`config.mk`:
```
export PLATFORM = sky130hd
export DESIGN_NAME = bounded_min_priority_queue
export DESIGN_NICKNAME = d
export VERILOG_FILES = /design/src/hw/rtl/bmpq_pkg.sv /design/src/hw/rtl/bounded_min_priority_queue.sv /design/src/hw/rtl/bmpq_ctrl.sv /design/src/hw/rtl/bmpq_datapath.sv
export VERILOG_INCLUDE_DIRS = /design/src /design/src/hw/rtl
export SDC_FILE = /design/constraint.sdc
export NUM_CORES = 2
export LEC_CHECK = 0
export BUFFER_PORTS_ARGS = -buffer_cell sky130_fd_sc_hd__buf_2
export CELL_PAD_IN_SITES_DETAIL_PLACEMENT = 0
export CELL_PAD_IN_SITES_GLOBAL_PLACEMENT = 1
export CORE_MARGIN = 5
export CORE_UTILIZATION = 51
export DETAILED_ROUTE_END_ITERATION = 7
export PLACE_DENSITY_LB_ADDON = 0.1
export SYNTH_ARGS = -nofsm -noshare
export SYNTH_HDL_FRONTEND = slang
export SYNTH_SLANG_ARGS = --single-unit
```
`constraint.sdc`:
```
create_clock -name clk -period 21.7 [get_ports clk]
set_clock_uncertainty 0.15 [all_clocks]
set_input_delay 6.51 -clock clk [delete_from_list [all_inputs] [get_ports clk]]
set_output_delay 6.51 -clock clk [all_outputs]
set_load 0.02 [all_outputs]
```
`src/hw/rtl/assert_macros.svh`:
```
// ----------------------------------------------------------------------------
// Assertion macros
// Shared wrappers for concurrent assertions clocked on clk.
// ----------------------------------------------------------------------------
`ifndef ASSERT_MACROS_SVH
`define ASSERT_MACROS_SVH

// Check a property once reset is released.
`define ASSERT_CLK(lbl, prop, msg) \
    lbl: assert property (@(posedge clk) disable iff (!rst_n) (prop)) else $error(msg);

// Check a property on every edge, reset included.
`define ASSERT_ALWAYS(lbl, prop, msg) \
    lbl: assert property (@(posedge clk) (prop)) else $error(msg);

`endif

```
`src/hw/rtl/bmpq_pkg.sv`:
```
// ----------------------------------------------------------------------------
// bmpq_pkg
// Types and codes shared by the bounded min priority queue modules.
// ----------------------------------------------------------------------------
package bmpq_pkg;

    // Request kinds
    localparam logic [2:0] REQ_ENQUEUE  = 3'd0;
    localparam logic [2:0] REQ_DEQUEUE  = 3'd1;
    localparam logic [2:0] REQ_PEEK_MIN = 3'd2;
    localparam logic [2:0] REQ_PEEK_MAX = 3'd3;
    localparam logic [2:0] REQ_CLEAR    = 3'd4;

    // Result status codes
    localparam logic [1:0] STAT_SUCCESS = 2'd0;
    localparam logic [1:0] STAT_FULL    = 2'd1;
    localparam logic [1:0] STAT_EMPTY   = 2'd2;
    localparam logic [1:0] STAT_INVALID = 2'd3;

    // Width of the max_size register write data
    localparam int MAX_SIZE_BITS = 5;

    typedef enum logic
    {
        CTRL_IDLE,
        CTRL_EXEC
    } ctrl_state_t;

    // Controller to datapath
    typedef struct packed
    {
        logic load;    // capture the incoming request
        logic exec;    // apply the held request and load the result
        logic cfg_wr;  // write max_size and empty the queue
    } bmpq_cmd_t;

    // Datapath to controller
    typedef struct packed
    {
        logic out_stall;  // result register is full and not being drained
    } bmpq_stat_t;

endpackage

```
`src/hw/rtl/bounded_min_priority_queue.sv`:
```
// ----------------------------------------------------------------------------
// bounded_min_priority_queue
// Holds up to max_size of the smallest (index, value) pairs, sorted descending.
// ----------------------------------------------------------------------------
// Usage:
//   Input stream (s_*): one request per transfer. tuser carries the request
//   kind (enqueue, dequeue min, peek min, peek max, clear), tdata carries the
//   index tag and the Q16.16 key. Every request yields exactly one result.
//   Output stream (m_*): tuser carries the status, tdata the peeked pair,
//   the entry count and the empty and full flags after the request.
//   Config channel (cfg_*): writes max_size, clamped to 1..CAPACITY, and
//   empties the queue. Write it only while no request is in flight.
// Timing:
//   A request is captured on acceptance and applied from the EXEC state,
//   which waits while the result register is stalled; the result is
//   registered at the apply step. No new request is taken until the held
//   one is applied. The compare-and-shift across all slots happens then.
// Reset: the queue is empty and max_size is the smaller of CAPACITY and 16.
// Stall: a held result waits in the output register; one more request can be
//   taken meanwhile, and its apply step holds until the result drains.
// ----------------------------------------------------------------------------
module bounded_min_priority_queue
    import bmpq_pkg::*;
#(
    parameter int CAPACITY   = 16,
    parameter int INDEX_BITS = 24,
    parameter int VALUE_BITS = 32
)
(
    input  logic                             clk,
    input  logic                             rst_n,
    // request in
    input  logic                             s_tvalid,
    output logic                             s_tready,
    // {item_value, item_index} from bit 0: item_index, item_value, zero pad
    input  logic [((INDEX_BITS+VALUE_BITS+7)/8)*8-1:0] s_tdata,
    // bit 0 up: req_type
    input  logic [2:0]                       s_tuser,
    // result out
    output logic                             m_tvalid,
    input  logic                             m_tready,
    // from bit 0: out_index, out_value, entry_count_out, is_empty, is_full, zero pad
    output logic [((INDEX_BITS+VALUE_BITS+$clog2(CAPACITY+1)+3+7)/8)*8-1:0] m_tdata,
    // bit 0 up: status
    output logic [1:0]                       m_tuser,
    // max_size write
    input  logic                             cfg_valid,
    output logic                             cfg_ready,
    input  logic [MAX_SIZE_BITS-1:0]         cfg_data
);

    localparam int CNT_W  = $clog2(CAPACITY + 1);
    localparam int IN_W   = INDEX_BITS + VALUE_BITS;
    localparam int IN_PW  = ((IN_W + 7) / 8) * 8;
    localparam int OUT_W  = INDEX_BITS + 1 + VALUE_BITS + CNT_W + 2;
    localparam int OUT_PW = ((OUT_W + 7) / 8) * 8;

    bmpq_cmd_t  cmd;
    bmpq_stat_t stat;

    logic signed [INDEX_BITS:0]   out_index;
    logic signed [VALUE_BITS-1:0] out_value;
    logic [CNT_W-1:0]             entry_count_out;
    logic                         is_empty;
    logic                         is_full;
    logic [1:0]                   status;

    // sequencer: accept, wait for room, apply
    bmpq_ctrl u_ctrl
    (
        .clk       (clk),
        .rst_n     (rst_n),
        .s_tvalid  (s_tvalid),
        .s_tready  (s_tready),
        .cfg_valid (cfg_valid),
        .cfg_ready (cfg_ready),
        .stat      (stat),
        .cmd       (cmd)
    );

    // slot array and result register
    bmpq_datapath #(
        .CAPACITY   (CAPACITY),
        .INDEX_BITS (INDEX_BITS),
        .VALUE_BITS (VALUE_BITS),
        .CNT_W      (CNT_W)
    ) u_datapath
    (
        .clk             (clk),
        .rst_n           (rst_n),
        .cmd             (cmd),
        .stat            (stat),
        .req_type        (s_tuser),
        .item_index      (s_tdata[INDEX_BITS-1:0]),
        .item_value      (s_tdata[IN_W-1:INDEX_BITS]),
        .cfg_data        (cfg_data),
        .m_tready        (m_tready),
        .m_tvalid        (m_tvalid),
        .status          (status),
        .out_index       (out_index),
        .out_value       (out_value),
        .entry_count_out (entry_count_out),
        .is_empty        (is_empty),
        .is_full         (is_full)
    );

    // pack the result; pad bits above the fields stay zero
    assign m_tdata = OUT_PW'({is_full, is_empty, entry_count_out, out_value, out_index});
    assign m_tuser = status;

    // ------------------------------------------------------------------------
    // Assertions
    // ------------------------------------------------------------------------
`include "assert_macros.svh"

    // a taken request blocks the next one until it is applied
    `ASSERT_CLK(a_busy_after_accept, (s_tvalid && s_tready) |=> !s_tready, "request accepted while busy")

    // a fresh result only follows an apply step
    `ASSERT_CLK(a_result_from_apply, $rose(m_tvalid) |-> $past(!s_tready), "result without a request")

    // max_size is at least one, so a result is never both empty and full
    `ASSERT_CLK(a_empty_full_excl, m_tvalid |-> !(is_empty && is_full), "queue both empty and full")

    // only a successful peek returns a real index tag
    `ASSERT_CLK(a_index_none, (m_tvalid && status != STAT_SUCCESS) |-> (out_index == '1), "index tag on a failed request")

    // the input packing leaves no unused byte
    `ASSERT_ALWAYS(a_in_pack, IN_PW - IN_W < 8, "input pack width")

endmodule

```
`src/hw/rtl/bmpq_ctrl.sv`:
```
// ----------------------------------------------------------------------------
// bmpq_ctrl
// Sequencer: takes one request, waits for room in the result register, fires.
// ----------------------------------------------------------------------------
module bmpq_ctrl
    import bmpq_pkg::*;
(
    input  logic       clk,
    input  logic       rst_n,
    input  logic       s_tvalid,
    output logic       s_tready,
    input  logic       cfg_valid,
    output logic       cfg_ready,
    input  bmpq_stat_t stat,
    output bmpq_cmd_t  cmd
);

    ctrl_state_t state_reg;
    ctrl_state_t state_next;

    always_ff @(posedge clk or negedge rst_n)
    begin
        if (!rst_n)
        begin
            state_reg <= CTRL_IDLE;
        end
        else
        begin
            state_reg <= state_next;
        end
    end

    always_comb
    begin
        state_next = state_reg;
        s_tready   = 1'b0;
        cfg_ready  = 1'b0;
        cmd        = '0;
        case (state_reg)
            CTRL_IDLE:
            begin
                s_tready   = 1'b1;
                cfg_ready  = 1'b1;
                cmd.load   = s_tvalid;
                cmd.cfg_wr = cfg_valid;
                if (s_tvalid)
                begin
                    state_next = CTRL_EXEC;
                end
            end
            CTRL_EXEC:
            begin
                // hold until the result register can take the answer
                if (!stat.out_stall)
                begin
                    cmd.exec   = 1'b1;
                    state_next = CTRL_IDLE;
                end
            end
            default:
            begin
                state_next = CTRL_IDLE;
            end
        endcase
    end

endmodule

```
`src/hw/rtl/bmpq_datapath.sv`:
```
// ----------------------------------------------------------------------------
// bmpq_datapath
// Sorted slot array with per-slot compare-and-shift, counters, result register.
// ----------------------------------------------------------------------------
module bmpq_datapath
    import bmpq_pkg::*;
#(
    parameter int CAPACITY   = 16,
    parameter int INDEX_BITS = 24,
    parameter int VALUE_BITS = 32,
    parameter int CNT_W      = 5
)
(
    input  logic                         clk,
    input  logic                         rst_n,
    input  bmpq_cmd_t                    cmd,
    output bmpq_stat_t                   stat,
    input  logic [2:0]                   req_type,
    input  logic [INDEX_BITS-1:0]        item_index,
    input  logic signed [VALUE_BITS-1:0] item_value,
    input  logic [MAX_SIZE_BITS-1:0]     cfg_data,
    input  logic                         m_tready,
    output logic                         m_tvalid,
    output logic [1:0]                   status,
    output logic signed [INDEX_BITS:0]   out_index,
    output logic signed [VALUE_BITS-1:0] out_value,
    output logic [CNT_W-1:0]             entry_count_out,
    output logic                         is_empty,
    output logic                         is_full
);

    localparam int SLOT_W  = (CAPACITY > 1) ? $clog2(CAPACITY) : 1;
    localparam int CMP_W   = (CNT_W > MAX_SIZE_BITS) ? CNT_W : MAX_SIZE_BITS;
    localparam int RST_MAX = (CAPACITY < 16) ? CAPACITY : 16;
    localparam logic signed [VALUE_BITS-1:0] NEG_ONE_Q16 = VALUE_BITS'(-64'sd65536);

    // held request
    logic [2:0]            req_reg;
    logic [INDEX_BITS-1:0] idx_reg;
    logic [VALUE_BITS-1:0] val_reg;

    // slot array, slot 0 holds the maximum
    logic [INDEX_BITS-1:0] slot_idx_reg [CAPACITY];
    logic [VALUE_BITS-1:0] slot_val_reg [CAPACITY];
    logic [INDEX_BITS-1:0] slot_idx_next [CAPACITY];
    logic [VALUE_BITS-1:0] slot_val_next [CAPACITY];

    logic [CNT_W-1:0] count_reg;
    logic [CNT_W-1:0] count_next;
    logic [CMP_W-1:0] max_reg;
    logic [CMP_W-1:0] cfg_sat;

    // result register
    logic                         m_valid_reg;
    logic [1:0]                   status_reg;
    logic [1:0]                   status_next;
    logic signed [INDEX_BITS:0]   oidx_reg;
    logic signed [INDEX_BITS:0]   oidx_next;
    logic signed [VALUE_BITS-1:0] oval_reg;
    logic signed [VALUE_BITS-1:0] oval_next;
    logic [CNT_W-1:0]             ocnt_reg;
    logic                         oempty_reg;
    logic                         ofull_reg;

    logic [CAPACITY-1:0] gt;
    logic                q_full;
    logic                neg;
    logic                slot_we;
    logic [SLOT_W-1:0]   min_slot;
    logic [CNT_W-1:0]    count_dec;

    assign stat.out_stall = m_valid_reg && !m_tready;

    assign q_full    = CMP_W'(count_reg) >= max_reg;
    assign neg       = val_reg[VALUE_BITS-1];
    assign count_dec = count_reg - CNT_W'(1);
    assign min_slot  = count_dec[SLOT_W-1:0];

    // saturate the written bound into 1..CAPACITY
    always_comb
    begin
        if (cfg_data == '0)
        begin
            cfg_sat = CMP_W'(1);
        end
        else if (CMP_W'(cfg_data) > CMP_W'(CAPACITY))
        begin
            cfg_sat = CMP_W'(CAPACITY);
        end
        else
        begin
            cfg_sat = CMP_W'(cfg_data);
        end
    end

    // Every occupied slot compares against the new key; the set bits form a
    // prefix because the array is sorted descending.
    genvar k;
    generate
        for (k = 0; k < CAPACITY; k++)
        begin : g_slot
            logic                  up_gt;
            logic                  dn_gt;
            logic [INDEX_BITS-1:0] up_idx;
            logic [VALUE_BITS-1:0] up_val;
            logic [INDEX_BITS-1:0] dn_idx;
            logic [VALUE_BITS-1:0] dn_val;

            assign gt[k] = (CNT_W'(k) < count_reg) && (val_reg < slot_val_reg[k]);

            if (k == CAPACITY - 1)
            begin : g_top
                assign up_gt  = 1'b0;
                assign up_idx = slot_idx_reg[k];
                assign up_val = slot_val_reg[k];
            end
            else
            begin : g_mid
                assign up_gt  = gt[k+1];
                assign up_idx = slot_idx_reg[k+1];
                assign up_val = slot_val_reg[k+1];
            end

            if (k == 0)
            begin : g_first
                assign dn_gt  = 1'b1;
                assign dn_idx = slot_idx_reg[k];
                assign dn_val = slot_val_reg[k];
            end
            else
            begin : g_rest
                assign dn_gt  = gt[k-1];
                assign dn_idx = slot_idx_reg[k-1];
                assign dn_val = slot_val_reg[k-1];
            end

            always_comb
            begin
                slot_idx_next[k] = slot_idx_reg[k];
                slot_val_next[k] = slot_val_reg[k];
                if (q_full)
                begin
                    // evict the maximum: shift the larger keys toward slot 0
                    if (up_gt)
                    begin
                        slot_idx_next[k] = up_idx;
                        slot_val_next[k] = up_val;
                    end
                    else if (gt[k])
                    begin
                        slot_idx_next[k] = idx_reg;
                        slot_val_next[k] = val_reg;
                    end
                end
                else if (!gt[k])
                begin
                    // open a gap ahead of equal and smaller keys
                    if (dn_gt)
                    begin
                        slot_idx_next[k] = idx_reg;
                        slot_val_next[k] = val_reg;
                    end
                    else
                    begin
                        slot_idx_next[k] = dn_idx;
                        slot_val_next[k] = dn_val;
                    end
                end
            end

            always_ff @(posedge clk)
            begin
                if (slot_we)
                begin
                    slot_idx_reg[k] <= slot_idx_next[k];
                    slot_val_reg[k] <= slot_val_next[k];
                end
            end
        end
    endgenerate

    // request decode
    always_comb
    begin
        status_next = STAT_SUCCESS;
        oidx_next   = '1;
        oval_next   = '0;
        count_next  = count_reg;
        slot_we     = 1'b0;
        case (req_reg)
            REQ_ENQUEUE:
            begin
                if (neg)
                begin
                    status_next = STAT_INVALID;
                end
                else if (q_full)
                begin
                    status_next = STAT_FULL;
                    slot_we     = cmd.exec && gt[0];
                end
                else
                begin
                    slot_we    = cmd.exec;
                    count_next = count_reg + CNT_W'(1);
                end
            end
            REQ_DEQUEUE:
            begin
                if (count_reg == '0)
                begin
                    status_next = STAT_EMPTY;
                end
                else
                begin
                    count_next = count_dec;
                end
            end
            REQ_PEEK_MIN:
            begin
                if (count_reg == '0)
                begin
                    status_next = STAT_EMPTY;
                    oval_next   = NEG_ONE_Q16;
                end
                else
                begin
                    oidx_next = {1'b0, slot_idx_reg[min_slot]};
                    oval_next = slot_val_reg[min_slot];
                end
            end
            REQ_PEEK_MAX:
            begin
                if (count_reg == '0)
                begin
                    status_next = STAT_EMPTY;
                    oval_next   = NEG_ONE_Q16;
                end
                else
                begin
                    oidx_next = {1'b0, slot_idx_reg[0]};
                    oval_next = slot_val_reg[0];
                end
            end
            REQ_CLEAR:
            begin
                count_next = '0;
            end
            default:
            begin
                status_next = STAT_INVALID;
            end
        endcase
    end

    always_ff @(posedge clk)
    begin
        if (cmd.load)
        begin
            req_reg <= req_type;
            idx_reg <= item_index;
            val_reg <= item_value;
        end
    end

    always_ff @(posedge clk or negedge rst_n)
    begin
        if (!rst_n)
        begin
            count_reg <= '0;
            max_reg   <= CMP_W'(RST_MAX);
        end
        else if (cmd.cfg_wr)
        begin
            count_reg <= '0;
            max_reg   <= cfg_sat;
        end
        else if (cmd.exec)
        begin
            count_reg <= count_next;
        end
    end

    always_ff @(posedge clk or negedge rst_n)
    begin
        if (!rst_n)
        begin
            m_valid_reg <= 1'b0;
        end
        else if (cmd.exec)
        begin
            m_valid_reg <= 1'b1;
        end
        else if (m_tready)
        begin
            m_valid_reg <= 1'b0;
        end
    end

    always_ff @(posedge clk)
    begin
        if (cmd.exec)
        begin
            status_reg <= status_next;
            oidx_reg   <= oidx_next;
            oval_reg   <= oval_next;
            ocnt_reg   <= count_next;
            oempty_reg <= (count_next == '0);
            ofull_reg  <= (CMP_W'(count_next) >= max_reg);
        end
    end

    assign m_tvalid        = m_valid_reg;
    assign status          = status_reg;
    assign out_index       = oidx_reg;
    assign out_value       = oval_reg;
    assign entry_count_out = ocnt_reg;
    assign is_empty        = oempty_reg;
    assign is_full         = ofull_reg;

endmodule
```
==> flow_summary.ini <==
[layout]
seqCellArea_sq_um = 31000
nNetsFinal = 8828
nFillCells = 14600
largest_reg_flops = 512
multi_input_comb_area_sq_um = 47200
area_growth_pct = 7.39
drive_above_1_share_pct = 12.4

[critical_path]
crit_path_start_kind = primary input
crit_fanout = 73
required_ns = 21.98
end_kind = register
cp_top_family = buffers and inverters
crit_buf_inv = 5
critical_path_cell_count = 9
crit_chain = buf_2 -> nand2b_1 -> nand2_1 -> nor3_1 -> o21ai_0 -> clkinvlp_4 -> buf_4 -> buf_4 -> buf_4
r2r_setup_slack_ns = 13.60
critical-path-slowest-cell = buf_4
rr_worst_depth = 14
slowest_delay_ns = 0.93
r2r-start = u_datapath.val_reg[11]
worst-setup-path-type = primary input to register
crit_arrival_ns = 11.11
r2r_end = u_datapath.slot_val_reg[11][20]
crit_top_cell = buf_4

[yosys]
netlist_instances = 8671
yosysSeqAreaShare_pct = 37.1
synth_edf_count = 1021
synth_seq_cells = 1033
synth_nets = 9249
synth.distinct_cells = 83
syn_avg_cell_area_sq_um = 9.61
yosysTopAreaCellShare_pct = 36.8
syn_area_sq_um = 83400
synth_warnings = 0
synth_top_cell_by_area = edfxtp_1
synth_ff_type = edfxtp_1
synth-async-reset-ratio_pct = 1.16
synth.area.top_cells = edfxtp_1 37%, ha_1 7.6%, mux4_2 7.6%

[pwr]
p_switching_mw = 6.24
combPwrFrac_pct = 59.9
swShare_pct = 47.0
internal_power_mw = 7.05
cellPowerDensity_nw_per_um2 = 148
clockPowerShare_pct = 16.6
power_frac_seq_pct = 23.5
p_total_mw = 13.3
ir_drop_v = 0.000197
leakage_nw = 32.2

[job]
max_cap_viol_count = 0

[worst_hold_path]
min_to = u_datapath.max_reg[1]
hp-start = u_datapath.max_reg[1]
hold_depth = 2
hp-class = register to register

[clocking]
clk_latency_ns = 0.83
post_cts_buffers = 0
ctsLongestPathBuffers = 3
cts_sinks = 1033
cts_hold_buffers = 0
clk_pin_slew_ns = 0.06
cts_made_buffers = 134
cts_tree = built
cts-root-buf = clkbuf_16
ctsResizeCount = 0
htree_num_levels = 4

[detailed_routing]
dr.pass1.iters = 6
vias = 80100
routed_wl_mm = 353
vias_per_cell = 7.60
postRouteAntennaNets = 0
drtIter0Drc = 13000
post_drt_wl_per_cell_um = 33.5
drc_errors = 0

[timing]
fmax_ghz = 0.0924
worstMarginPinSlew_ns = 1.39
setup-violations-final = 0
min_period_ns = 10.83
grt_setup_unrepaired = false
final-max-slew-violation-count = 0
fin_tns_setup_ns = 0
hold_violations = 0
max_slew_margin_pct = 7.28
finalCritPeriodShare_pct = 49.9

[die]
die_area_sq_um = 172000
ios = 138
initial_utilization_pct = 51.3
die_w_um = 414
core_area_sq_um = 163000
std_cell_rows = 148
die_h_um = 414

[global_route]
grt_pass1_vias = 74900
grt_usage_pct = 39.1
grt_pass1_wl_mm = 509
antenna_found_initial = 10
grt-ovfl-total = 0
grt_start_max_net_pins = 182

[placement]
io_buffers = 137
place_congestion = 0.917
dp_hpwl_mm = 212

[outcome]
status = complete, no violations
==> worst max-delay path by stage <==
stage,from,endpoint,slack (ns)
floorplan,m_tready,u_datapath.slot_idx_reg[10][0],2.12
global placement,m_tready,u_datapath.slot_val_reg[10][20],10.18
detailed placement,m_tready,u_datapath.slot_val_reg[10][20],10.17
CTS,m_tready,u_datapath.slot_val_reg[11][20],11.03
global route,m_tready,u_datapath.slot_val_reg[11][20],10.81
finish,m_tready,u_datapath.slot_val_reg[11][20],10.87
==> area by class of cell <==
type | count | area share [%]
multi-input cells | 6173 | 52.8
clock buffers | 165 | 3.88
repair buffers | 334 | 2.54
diodes | 6 | 0.0168
inverters | 574 | 2.42
well taps | 2175 | 3.04
clock inverters | 76 | 0.765
flip-flops and latches | 1033 | 34.6
==> synth_stat cells (253+ instances only) <==
cell type	number
edfxtp_1	1021
ha_1	509
o21ai_0	861
mux4_2	280
a21oi_1	310
clkbuf_1	678
nor2_1	632
o32ai_1	253
nand2_1	425
inv_1	518
a211oi_1	380
nor3_1	357
==> worst min-delay path, stage by stage, from the launching register on <==
cell and delay [ns]:
dfrtp_1 0.34, nand2_1 0.05, o21ai_0 0.06
==> layout by cell type, fill, tap and decap left out, drive strengths merged, types with 134 or more instances in the layout <==
master	instances
mux4	280
nand3	157
nor2	632
nand2	425
o21ai	905
a21oi	312
edfxtp	1021
ha	509
o2bb2ai	172
nor3	358
o32ai	253
clkbuf	165
o211ai	192
a21o	134
a211oi	436
buf	334
inv	523
==> metrics by stage <==
stage	cells	utilization (%)	hold slack [ns]	setup slack, ns	instance area (sq um)
after floorplan	8671	-	0.300	2.12	83400
after global placement	10300	52.5	0.326	10.18	85400
after detailed placement	10300	52.5	0.336	10.17	85400
after CTS	10500	55.1	0.349	11.03	89500
after global routing	10500	55.1	0.365	10.81	89500
final	10500	55.1	0.336	10.87	89500
==> logic make-up after synthesis <==
family          after synthesis  share of synthesized area [%]
xor+xnor                      2                         0.0210
flops                      1033                           37.1
compound gates             3256                           27.6
buf+inv                    1465                           6.94
fa+ha+maj                   509                           7.64
simple gates               1932                           10.6
mux                         474                           10.0
==> power by group through the flow <==
stage,registers [mW],logic [mW],clock network (mW)
5_1_grt,3.14,8.40,2.31
3_3_place_gp,3.15,7.50,0
3_5_place_dp,3.15,7.66,0
4_1_cts,3.11,7.69,2.23
6_report,3.12,7.96,2.21
2_1_floorplan,3.19,5.44,0
==> routing by layer <==
layer	GRT usage, %	routed length, um
met1	52.8	134000
met2	57.0	149000
met3	11.2	47300
met4	20.7	21900
met5	0	12
Power figures use the tool's default switching activity.
